==> config.mk <==
export PLATFORM = sky130hd
export DESIGN_NAME = small_set_union_difference_intersection
export DESIGN_NICKNAME = d
export VERILOG_FILES = /design/src/rtl/ssudi_pkg.sv /design/src/rtl/ssudi_cell.sv /design/src/rtl/ssudi_chain.sv /design/src/rtl/small_set_union_difference_intersection.sv
export SDC_FILE = /design/constraint.sdc
export NUM_CORES = 2
export LEC_CHECK = 0
export BUFFER_PORTS_ARGS = -buffer_cell sky130_fd_sc_hd__buf_2
export CORE_MARGIN = 2
export CORE_UTILIZATION = 40
export DETAILED_ROUTE_END_ITERATION = 16
export PLACE_DENSITY_LB_ADDON = 0.3
export SYNTH_ARGS = -nofsm -noshare
export SYNTH_HDL_FRONTEND = slang
export SYNTH_SLANG_ARGS = --single-unit
==> constraint.sdc <==
create_clock -name i_clk -period 13 [get_ports i_clk]
set_clock_uncertainty 0.05 [all_clocks]
set_input_delay 0.65 -clock i_clk [delete_from_list [all_inputs] [get_ports i_clk]]
set_output_delay 0.65 -clock i_clk [all_outputs]
set_load 0.01 [all_outputs]
==> src/rtl/ssudi_pkg.sv <==
package ssudi_pkg;

    localparam int VAL_W         = 32;
    localparam int OP_W          = 3;
    localparam int KIND_W        = 3;
    localparam int SET_DEPTH_DEF = 16;

    localparam logic [OP_W-1:0] OP_ADD_A  = 3'd0;
    localparam logic [OP_W-1:0] OP_ADD_B  = 3'd1;
    localparam logic [OP_W-1:0] OP_CLEAR  = 3'd2;
    localparam logic [OP_W-1:0] OP_UNION  = 3'd3;
    localparam logic [OP_W-1:0] OP_DIFF   = 3'd4;
    localparam logic [OP_W-1:0] OP_INTER  = 3'd5;

    localparam logic [KIND_W-1:0] KIND_STORED  = 3'd0;
    localparam logic [KIND_W-1:0] KIND_DUP     = 3'd1;
    localparam logic [KIND_W-1:0] KIND_FULL    = 3'd2;
    localparam logic [KIND_W-1:0] KIND_MEMBER  = 3'd3;
    localparam logic [KIND_W-1:0] KIND_EMPTY   = 3'd4;
    localparam logic [KIND_W-1:0] KIND_CLEARED = 3'd5;

    // per-chain control from the sequencer
    typedef struct packed {
        logic shift;   // rotate one place toward the head
        logic load;    // write the tail slot selected by the count
    } t_chain_ctl;

endpackage

==> src/rtl/ssudi_cell.sv <==
module ssudi_cell
    import ssudi_pkg::*;
(
    input  logic             i_clk,
    input  logic             i_shift,
    input  logic             i_load,
    input  logic [VAL_W-1:0] i_load_val,
    input  logic [VAL_W-1:0] i_next,
    input  logic [VAL_W-1:0] i_probe,
    input  logic             i_valid,
    output logic [VAL_W-1:0] o_val,
    output logic             o_hit
);

    logic [VAL_W-1:0] r_val;

    always_ff @(posedge i_clk) begin
        if (i_shift) begin
            r_val <= i_next;
        end else if (i_load) begin
            r_val <= i_load_val;
        end
    end

    assign o_val = r_val;
    assign o_hit = i_valid && (r_val == i_probe);

endmodule

==> src/rtl/ssudi_chain.sv <==
module ssudi_chain
    import ssudi_pkg::*;
#(
    parameter  int DEPTH = SET_DEPTH_DEF,
    localparam int CW    = $clog2(DEPTH + 1)
) (
    input  logic             i_clk,
    input  t_chain_ctl       i_ctl,
    input  logic [VAL_W-1:0] i_load_val,
    input  logic [VAL_W-1:0] i_probe,
    input  logic [CW-1:0]    i_count,
    output logic [VAL_W-1:0] o_head,
    output logic             o_hit
);

    logic [VAL_W-1:0] w_val [DEPTH];
    logic [DEPTH-1:0] w_hit;

    // ring of cells: a full rotation of DEPTH shifts restores the order
    for (genvar g = 0; g < DEPTH; g++) begin : g_cell
        ssudi_cell u_cell (
            .i_clk      (i_clk),
            .i_shift    (i_ctl.shift),
            .i_load     (i_ctl.load && (i_count == CW'(g))),
            .i_load_val (i_load_val),
            .i_next     (w_val[(g + 1) % DEPTH]),
            .i_probe    (i_probe),
            .i_valid    (CW'(g) < i_count),
            .o_val      (w_val[g]),
            .o_hit      (w_hit[g])
        );
    end

    assign o_head = w_val[0];
    assign o_hit  = |w_hit;

endmodule

==> src/rtl/small_set_union_difference_intersection.sv <==
// Two small signed sets, A and B, each a ring of SET_DEPTH cells kept in insertion
// order. Raise start with i_op and i_value while busy is low. Add and clear leave
// busy low, so a new command can follow at once; their single result appears on
// the cycle after acceptance. A query holds busy high while its rings rotate one
// cell per cycle and each head entry is checked against the other set by a parallel
// compare: difference and intersection rotate ring A, union rotates ring A and then
// ring B. Results come one per o_strobe pulse, one cycle each, and cannot be
// stalled; o_last marks the final result of a command, which for a query shows on
// the cycle busy falls. Unused op codes are accepted and give no result.
module small_set_union_difference_intersection
    import ssudi_pkg::*;
#(
    parameter  int SET_DEPTH = SET_DEPTH_DEF,
    localparam int CW        = $clog2(SET_DEPTH + 1)
) (
    input  logic                    i_clk,
    input  logic                    i_rst_n,
    input  logic                    start,
    output logic                    busy,
    input  logic [OP_W-1:0]         i_op,
    input  logic signed [VAL_W-1:0] i_value,
    output logic                    o_strobe,
    output logic signed [VAL_W-1:0] o_element,
    output logic [KIND_W-1:0]       o_kind,
    output logic                    o_last
);

    localparam logic [1:0] ST_IDLE  = 2'd0;
    localparam logic [1:0] ST_RUN_A = 2'd1;
    localparam logic [1:0] ST_RUN_B = 2'd2;
    localparam logic [1:0] ST_FLUSH = 2'd3;

    logic [1:0]        r_state, n_state;
    logic [CW-1:0]     r_k, n_k;
    logic [OP_W-1:0]   r_op, n_op;
    logic [CW-1:0]     r_cnt_a, n_cnt_a;
    logic [CW-1:0]     r_cnt_b, n_cnt_b;
    logic [VAL_W-1:0]  r_pend, n_pend;
    logic              r_pend_v, n_pend_v;
    logic              r_strobe, n_strobe;
    logic [VAL_W-1:0]  r_element, n_element;
    logic [KIND_W-1:0] r_kind, n_kind;
    logic              r_last, n_last;

    t_chain_ctl        w_ctl_a, w_ctl_b;
    logic [VAL_W-1:0]  w_head_a, w_head_b;
    logic [VAL_W-1:0]  w_probe_a, w_probe_b;
    logic              w_hit_a, w_hit_b;
    logic              w_emit;
    logic [VAL_W-1:0]  w_emit_val;

    // in idle both rings see the incoming value for the duplicate check
    assign w_probe_a = (r_state == ST_IDLE) ? i_value : w_head_b;
    assign w_probe_b = (r_state == ST_IDLE) ? i_value : w_head_a;

    ssudi_chain #(.DEPTH(SET_DEPTH)) u_chain_a (
        .i_clk      (i_clk),
        .i_ctl      (w_ctl_a),
        .i_load_val (i_value),
        .i_probe    (w_probe_a),
        .i_count    (r_cnt_a),
        .o_head     (w_head_a),
        .o_hit      (w_hit_a)
    );

    ssudi_chain #(.DEPTH(SET_DEPTH)) u_chain_b (
        .i_clk      (i_clk),
        .i_ctl      (w_ctl_b),
        .i_load_val (i_value),
        .i_probe    (w_probe_b),
        .i_count    (r_cnt_b),
        .o_head     (w_head_b),
        .o_hit      (w_hit_b)
    );

    always_comb begin
        w_emit     = 1'b0;
        w_emit_val = w_head_a;
        if (r_state == ST_RUN_A) begin
            if (r_k < r_cnt_a) begin
                case (r_op)
                    OP_UNION: w_emit = 1'b1;
                    OP_DIFF:  w_emit = !w_hit_b;
                    OP_INTER: w_emit = w_hit_b;
                    default:  w_emit = 1'b0;
                endcase
            end
        end else if (r_state == ST_RUN_B) begin
            w_emit     = (r_k < r_cnt_b) && !w_hit_a;
            w_emit_val = w_head_b;
        end
    end

    always_comb begin
        n_state   = r_state;
        n_k       = r_k;
        n_op      = r_op;
        n_cnt_a   = r_cnt_a;
        n_cnt_b   = r_cnt_b;
        n_pend    = r_pend;
        n_pend_v  = r_pend_v;
        n_strobe  = 1'b0;
        n_element = '0;
        n_kind    = KIND_STORED;
        n_last    = 1'b0;
        w_ctl_a   = '0;
        w_ctl_b   = '0;

        // one result behind the scan, so the final one can carry last
        if (w_emit) begin
            if (r_pend_v) begin
                n_strobe  = 1'b1;
                n_element = r_pend;
                n_kind    = KIND_MEMBER;
            end
            n_pend   = w_emit_val;
            n_pend_v = 1'b1;
        end

        unique case (r_state)
            ST_IDLE: begin
                if (start) begin
                    case (i_op)
                        OP_ADD_A: begin
                            n_strobe  = 1'b1;
                            n_element = i_value;
                            n_last    = 1'b1;
                            if (w_hit_a) begin
                                n_kind = KIND_DUP;
                            end else if (r_cnt_a == CW'(SET_DEPTH)) begin
                                n_kind = KIND_FULL;
                            end else begin
                                n_kind        = KIND_STORED;
                                w_ctl_a.load  = 1'b1;
                                n_cnt_a       = r_cnt_a + 1'b1;
                            end
                        end
                        OP_ADD_B: begin
                            n_strobe  = 1'b1;
                            n_element = i_value;
                            n_last    = 1'b1;
                            if (w_hit_b) begin
                                n_kind = KIND_DUP;
                            end else if (r_cnt_b == CW'(SET_DEPTH)) begin
                                n_kind = KIND_FULL;
                            end else begin
                                n_kind        = KIND_STORED;
                                w_ctl_b.load  = 1'b1;
                                n_cnt_b       = r_cnt_b + 1'b1;
                            end
                        end
                        OP_CLEAR: begin
                            n_cnt_a  = '0;
                            n_cnt_b  = '0;
                            n_strobe = 1'b1;
                            n_kind   = KIND_CLEARED;
                            n_last   = 1'b1;
                        end
                        OP_UNION, OP_DIFF, OP_INTER: begin
                            n_op     = i_op;
                            n_k      = '0;
                            n_pend_v = 1'b0;
                            n_state  = ST_RUN_A;
                        end
                        default: ;
                    endcase
                end
            end
            ST_RUN_A: begin
                w_ctl_a.shift = 1'b1;
                n_k           = r_k + 1'b1;
                if (r_k == CW'(SET_DEPTH - 1)) begin
                    n_k     = '0;
                    n_state = (r_op == OP_UNION) ? ST_RUN_B : ST_FLUSH;
                end
            end
            ST_RUN_B: begin
                w_ctl_b.shift = 1'b1;
                n_k           = r_k + 1'b1;
                if (r_k == CW'(SET_DEPTH - 1)) begin
                    n_k     = '0;
                    n_state = ST_FLUSH;
                end
            end
            ST_FLUSH: begin
                n_strobe = 1'b1;
                n_last   = 1'b1;
                if (r_pend_v) begin
                    n_element = r_pend;
                    n_kind    = KIND_MEMBER;
                end else begin
                    n_kind = KIND_EMPTY;
                end
                n_pend_v = 1'b0;
                n_state  = ST_IDLE;
            end
            default: n_state = ST_IDLE;
        endcase
    end

    always_ff @(posedge i_clk) begin
        if (!i_rst_n) begin
            r_state  <= ST_IDLE;
            r_cnt_a  <= '0;
            r_cnt_b  <= '0;
            r_pend_v <= 1'b0;
            r_strobe <= 1'b0;
        end else begin
            r_state  <= n_state;
            r_cnt_a  <= n_cnt_a;
            r_cnt_b  <= n_cnt_b;
            r_pend_v <= n_pend_v;
            r_strobe <= n_strobe;
        end
    end

    always_ff @(posedge i_clk) begin
        r_k       <= n_k;
        r_op      <= n_op;
        r_pend    <= n_pend;
        r_element <= n_element;
        r_kind    <= n_kind;
        r_last    <= n_last;
    end

    assign busy      = (r_state != ST_IDLE);
    assign o_strobe  = r_strobe;
    assign o_element = r_element;
    assign o_kind    = r_kind;
    assign o_last    = r_last;

endmodule

## Word-level counts from Yosys, hierarchy flattened

Cells that the tools add are included.

| storage, ports and cells | value |
|---|---|
| register bits after elaboration | 1114 |
| bits in latches | 0 |
| memory bits (writable) | 0 |
| bits in read-only memories | 0 |
| output and inout bits | 38 |
| word-level logic and storage cells | 410 |
| memories kept | 0 |

| operators by class | value |
|---|---|
| add/subtract/negate cells | 3 |
| multipliers | 0 |
| div/mod/pow operators | 0 |
| magnitude comparators | 34 |
| eq/ne operators | 84 |
| shifts and indexed selects | 0 |
| muxes and demuxes | 128 |
| bitwise logic cells | 0 |
| reductions and logical operators | 118 |

Operators with widths:

| kind | number |
|---|---|
| $mux 32 | 73 |
| $eq 32x32->1 | 32 |
| $eq 5x4->1 const B | 17 |
| $lt 4x5->1 const A | 16 |
| $reduce_bool 2->1 | 36 |
| $logic_and 1x1->1 | 65 |
| $pmux 32 s2 | 1 |
| $eq 5x3->1 const B | 8 |
| $lt 3x5->1 const A | 8 |
| $mux 5 | 7 |
| $reduce_or 16->1 | 2 |
| $pmux 5 s2 | 3 |
| $mux 1 | 25 |
| $eq 5x2->1 const B | 4 |
| $lt 1x5->1 const A | 4 |
| $lt 2x5->1 const A | 4 |
| $mux 2 | 10 |
| $add 5x1->5 const B | 3 |
| $eq 3x3->1 const B | 4 |
| $eq 5x1->1 const B | 2 |
| $eq 5x5->1 const B | 2 |
| $logic_not 5->1 | 2 |
| $lt 5x5->1 | 2 |
| $ne 2x2->1 const B | 5 |
| other kinds (19) | 32 |

## Longest topological paths before layout

| logic depth | value |
|---|---|
| depth in word-level cells | 13 |
| depth in mapped cells | 19 |

## Modules after synthesis

Synthesis repeated with hierarchy kept, for this count alone.

| second synthesis, totals | value |
|---|---|
| cell total of the unflattened synthesis | 4412 |
| area total of the unflattened synthesis | 60645.7 µm² |

By module, submodules not included:

| module | times used | cells each | area an instance (µm²) | sequential area each (µm²) |
|---|---|---|---|---|
| ssudi_cell | 32 | 113 | 1702.9 | 960.9 |
| small_set_union_difference_intersection | 1 | 680 | 5505.3 | 2202.1 |
| ssudi_chain | 2 | 58 | 324.1 | 0.0 |

## Worst setup path after synthesis

OpenSTA, ideal clock, no wires.

| timing path | value |
|---|---|
| path type | register to register |
| start point | register r_state[0] |
| end point | register u_chain_b.g_cell[11].u_cell.r_val[0], enable pin |
| library setup time | 428 ps |
| arrival | 4683 ps |
| setup slack | 7839 ps |
| stages on the path, launching flop included | 19 |
| path buffers | 5 |
| cell sequence | dfxtp_1 -> inv_1 -> ha_1 -> buf_4 -> buf_6 -> buf_6 -> mux2i_4 -> buf_4 -> xnor2_1 -> nor4_1 -> nand4_1 -> nor3_1 -> nor4_1 -> nand4_1 -> nor2_1 -> and2_1 -> buf_2 -> nand4_1 -> o21bai_1 |

| on the way | value |
|---|---|
| word-level cells in the longest chain between the ends | 11 |
| elaborated cells between the ends (all ways) | 43 |

Ends and longest elaborated chain:

| item | line | RTL |
|---|---|---|
| start: declaration | small_set_union_difference_intersection.sv:33 | `logic [1:0] r_state, n_state;` |
| start signal: assignment | small_set_union_difference_intersection.sv:209 | `r_state <= n_state;` |
| $logic_not 2->1 | small_set_union_difference_intersection.sv:54, small_set_union_difference_intersection.sv:120 |  |
| $mux 32 | small_set_union_difference_intersection.sv:54 | `assign w_probe_b = (r_state == ST_IDLE) ? i_value : w_head_a;` |
| $eq 32x32->1 | ssudi_cell.sv:26 | `assign o_hit = i_valid && (r_val == i_probe);` |
| $logic_and 1x1->1 | ssudi_cell.sv:26 |  |
| $reduce_or 16->1 | ssudi_chain.sv:35 | `assign o_hit = \|w_hit;` |
| $mux 1 | small_set_union_difference_intersection.sv:142 | `if (w_hit_b) begin` |
| $mux 1 | small_set_union_difference_intersection.sv:123 | `case (i_op)` |
| $mux 1 | small_set_union_difference_intersection.sv:122 | `if (start) begin` |
| $mux 1 | small_set_union_difference_intersection.sv:120 | `unique case (r_state)` |
| $logic_and 1x1->1 | ssudi_chain.sv:24 | `.i_load (i_ctl.load && (i_count == CW'(g))),` |
| $reduce_bool 2->1 (no source line) (*) | n/a |  |
| end signal: assignment | ssudi_cell.sv:19 | `r_val <= i_next;` |
| end signal: assignment | ssudi_cell.sv:21 | `r_val <= i_load_val;` |
| end: declaration | ssudi_cell.sv:15 | `logic [VAL_W-1:0] r_val;` |

Every way passes the cells marked *; elsewhere a longest branch is shown, timed or not.
A chain may end at the register's enable or synchronous reset.

## Final worst setup path

| timing path | value |
|---|---|
| start point | register r_state[0] |
| end point | register u_chain_b.g_cell[14].u_cell.r_val[4], enable pin |

| on the way | value |
|---|---|
| word-level cells in the longest chain between the ends | 11 |
| elaborated cells between the ends (all ways) | 43 |

Ends and longest elaborated chain:

| item | line |
|---|---|
| $logic_not 2->1 | small_set_union_difference_intersection.sv:54, small_set_union_difference_intersection.sv:120 |
| $mux 32 | small_set_union_difference_intersection.sv:54 |
| $eq 32x32->1 | ssudi_cell.sv:26 |
| $logic_and 1x1->1 | ssudi_cell.sv:26 |
| $reduce_or 16->1 | ssudi_chain.sv:35 |
| $mux 1 | small_set_union_difference_intersection.sv:142 |
| $mux 1 | small_set_union_difference_intersection.sv:123 |
| $mux 1 | small_set_union_difference_intersection.sv:122 |
| $mux 1 | small_set_union_difference_intersection.sv:120 |
| $logic_and 1x1->1 | ssudi_chain.sv:24 |
| $reduce_bool 2->1 (no source line) (*) | n/a |
| end signal: assignment | ssudi_cell.sv:19 |
| end signal: assignment | ssudi_cell.sv:21 |
| end: declaration | ssudi_cell.sv:15 |

Marked as above.

==> results summary <==
The maximum ir drop on the vdd rail came out at 0.177 mV. sky130_fd_sc_hd__nand2_1 is the most common cell in the netlist. Clock tree synthesis inserted a total of 119 buffers. In this run, synthesis produced a sequential element count of 1,114. The via count of the first global-routing pass is 41.6k. Hold is met by 0.148 ns.

The worst setup path is captured at a flop. The top cell type by area accounts for 55.3% of the synthesized area. The die outline width is 384 um.

The reg-to-reg setup timing slack came out at 5.81 ns. The number of nets in the synthesized netlist is 5,579. The worst-case setup margin in the final layout came out at 5.81 ns. The DRC marker count from the first detailed-route iteration came out at 6,972.

The data arrival time of the worst path is 7.51 ns. At the later pin of the worst-skew pair, clock insertion delay measures 0.79 ns. The routed design could run at a clock period as short as 7.19 ns. The global route total overflow is 0. The final layout contains routed wiring with a total length of 227,000 um. The synthesized netlist devotes 2.33% of its cell area to compound gates. Routability-driven placement finished with a final weighted congestion of 0.974.

The H-tree was split into 3 levels. The count of flip-flops with a built-in enable after synthesis came out at 1,064. The maximum buffer depth of the clock tree is 3. The final count of hold timing violations came out at 0. The placed wire-length estimate after detailed placement came out at 149,000 um. The filler cells instantiated in the layout total 13.4k. The final reports fail on max-capacitance violations, max-slew violations. The total vias in the final route came out at 44.3k. The tree built by TritonCTS fans out to 1,114 sinks. The final period utilization is 55.3%. The tree is rooted in a sky130_fd_sc_hd__clkbuf_16.

Derived from the worst setup path, the maximum achievable clock frequency is 0.139 GHz. The most critical setup path has its startpoint at r_state[0]. The worst setup path is of the reg -> reg kind.

The top fanout value on the critical path came out at 74. The number of logic stages on the critical path including buffering came out at 15. The initial antenna violation count came to 14. The worst hold path belongs to the class in -> reg. The slowest stage of the critical path is the sky130_fd_sc_hd__mux2i_4 cell. The CTS clock-pin slew for the worst setup and hold paths came out at 0.06 ns. At the pin with the least slew margin, the transition time is 1.50 ns.

In this run, post-CTS repair resized a total of 0 instances. The synthesized design spends more area on one cell type than any other, namely sky130_fd_sc_hd__edfxtp_1. The final net count is 5,558.

The post-route setup TNS is 0 ns. The post-route cell area is 0.0644 mm^2. The synthesis-to-layout area growth is 11.5%. The critical path ends at u_chain_b.g_cell[14].u_cell.o_val[4]. The largest stage delay on the critical path is 1.12 ns. The cell count of the worst reg-to-reg path came out at 15. The data required time of the critical path came out at 13.32 ns. The final core utilization is 44.9%.

Summed over all cells, the static leakage comes to 22.3 nW. The total placed cells including tap cells came out at 7,281. The post-detailed-route DRC marker count is 0. The number of setup violations in the final report came out at 0. The cell area after technology mapping came out at 0.0578 mm^2.

The global-route wire length before repair is 314,000 um. Together, buffers and inverters on the worst path number 2. The async set-reset flop share out of synthesis came out at 0%. By area, the combinational part of the netlist is dominated by simple AND/OR/NAND/NOR gates. The distinct cell type count after synthesis came out at 61. In this run the power density over the cells is 242 mW/mm^2. In this run the tightest slew margin relative to its limit is -0.266%. The worst setup path is launched from a flop.

The part of the Yosys area used for sequential elements is 57.0%. The fraction of synthesized area in multiplexers came out at 2.54%. The flow ran to the end, but the final reports show violations. The most frequently used flop master after synthesis is sky130_fd_sc_hd__edfxtp_1.

The cell seen most often among critical-path stages is sky130_fd_sc_hd__nor4_1. The largest net degree at the start of global routing came out at 223. Walking the worst path, the cells encountered are inv_1 > ha_4 > buf_12 > mux2i_4 > xnor2_1 > nor4_1 > nand4_1 > nor4_1 > nor4_1 > nand4_1 > nor2_1 > and2_1 > nand2_1 > nor2_1 > a21o_1. The number of violations of the max-capacitance limit came out at 1. Setup repair after global routing left no endpoint under its margin. The mean routed wirelength per cell is 30.2 um. The endpoint identified for the worst register-to-register timing path is u_chain_b.g_cell[14].u_cell.o_val[4]. By area the synthesized netlist is led by sky130_fd_sc_hd__edfxtp_1 55%, sky130_fd_sc_hd__xnor2_1 14%, sky130_fd_sc_hd__nand2_1 14%.

The post-synthesis adder-cell area fraction came out at 0.455%. The total setup buffers inserted after CTS is 0. Synthesis produced a netlist whose cell count is 5,520. The final non-filler cell total came out at 7,511.

The global-route usage over all layers came out at 30.1%. In this run the tool buffered the top-level ports with 75 buffer cells. TritonCTS built the clock tree. The share of the synthesized netlist area taken by xor and xnor gates is 15.5%. The die is 384 um tall.

The post-route netlist has 9.36% of its cells at a drive strength greater than 1. A synthesized cell averages 10.5 um^2. The number of hold buffers added after CTS is 0. The area inside the core boundary came out at 0.143 mm^2. The I/O pin count came out at 76.

The number of vias per cell after detailed routing came out at 5.89. The worst register-to-register path begins at r_state[0]. The standard-cell row count is 139. Once the floorplan was initialized, standard cells occupied 40.3% of the core.

The die area is 0.147 mm^2. The synthesized-area fraction occupied by and/or/nand/nor cells came out at 19.2%. The family of cells with the greatest summed delay on the critical path is simple AND/OR/NAND/NOR gates. Overall power consumption after layout is estimated at 15.6 mW. Ranked by instance count, the synthesized netlist is headed by 2,142 x sky130_fd_sc_hd__nand2_1, 1,064 x sky130_fd_sc_hd__edfxtp_1, 942 x sky130_fd_sc_hd__xnor2_1, 266 x sky130_fd_sc_hd__clkbuf_1, 219 x sky130_fd_sc_hd__nor4_1.

Before antenna repair, the detailed router went through 7 iterations. The count of nets left with antenna violations after detail routing came out at 0. The total of warnings raised by yosys is 0. The final number of max-transition violations is 16. The cell area reported after detailed placement is 0.0605 mm^2. The placement-stage worst setup slack came out at 6.08 ns.
[final cells by class]
type / instances / area [um^2] / share of cell area (%)
multi-input combinational: 4019 / 23600 / 36.6
clock buffer: 147 / 3130 / 4.86
antenna: 9 / 22.5 / 0.0350
sequential: 1114 / 33000 / 51.2
timing repair buffer: 222 / 1520 / 2.35
tap: 1903 / 2380 / 3.70
clock inverter: 74 / 734 / 1.14
inverter: 23 / 86.3 / 0.134
[worst min path at each step]
stage                    start             to  slack, ns  cells past startpoint
floorplan           r_pend[28]  o_element[28]       0.43                      2
global placement    r_pend[28]  o_element[28]       0.45                      2
detailed placement  r_pend[28]  o_element[28]       0.47                      2
CTS                    i_rst_n     r_state[0]       0.11                      3
global route           i_rst_n     r_state[0]       0.15                      3
finish                 i_rst_n     r_state[0]       0.15                      3
[sequential cells by signal, indices dropped and copies added (netlist names)]
| signal | flops |
|---|---|
| r_op | 3 |
| r_k | 5 |
| r_pend_v | 1 |
| u_chain_b.g_cell.u_cell.o_val | 512 |
| r_cnt_b | 5 |
| u_chain_a.g_cell.u_cell.o_val | 512 |
| o_last | 1 |
| r_pend | 32 |
| o_kind | 3 |
| o_element | 32 |
| r_cnt_a | 5 |
| r_state | 2 |
| o_strobe | 1 |
[logic make-up (layout without fill, tap and decap cells)]
family,count (synthesis),after routing
multiplexers,98,98
buffers and inverters,387,466
flip-flops,1114,1114
AO/OA/AOI/OAI,214,214
adder cells (fa/ha/maj),21,21
other,0,9
AND/OR/NAND/NOR,2667,2667
XOR/XNOR,1019,1019
[metal layers]
| layer | up-vias | share of wire [%] | wire length (um) | track usage (%) |
|---|---|---|---|---|
| met3 | 599 | 14 | 31100 | 9.18 |
| met5 | - | 0.019 | 44 | 0.650 |
| met1 | 21800 | 38 | 86600 | 40.5 |
| met4 | 8 | 6.0 | 13700 | 15.4 |
| met2 | 3329 | 42 | 95800 | 43.7 |
| li1 | 18500 | - | - | - |
[worst reg2reg max path: cells and delay by family (launching register included)]
kind	cells	cell delay, ns
buffers and inverters	2	0.79
AND/OR/NAND/NOR	9	2.69
XOR/XNOR	1	0.22
multiplexers	1	1.42
flip-flops	1	0.36
adder cells (fa/ha/maj)	1	0.18
AO/OA/AOI/OAI	1	1.09
[layout by cell type (no fill, tap or decap), types with 54 or more instances in the layout]
cell type and n:
sky130_fd_sc_hd__mux2i_4 63, sky130_fd_sc_hd__a21oi_1 83, sky130_fd_sc_hd__nor4_1 219, sky130_fd_sc_hd__xnor2_1 942, sky130_fd_sc_hd__nor3_1 62, sky130_fd_sc_hd__nand2_1 2142
sky130_fd_sc_hd__buf_4 144, sky130_fd_sc_hd__clkbuf_16 119, sky130_fd_sc_hd__nand2b_1 63, sky130_fd_sc_hd__nand3_1 54, sky130_fd_sc_hd__edfxtp_1 1064, sky130_fd_sc_hd__buf_2 75
sky130_fd_sc_hd__xor2_1 77
[power by group]
part / total [mW] / internal [mW] / switching, mW
combinational: 5.86 / 2.01 / 3.85
sequential: 6.24 / 5.31 / 0.927
clock: 3.46 / 1.93 / 1.54
total: 15.6 / 9.25 / 6.31
Power figures use the tool's default switching activity.
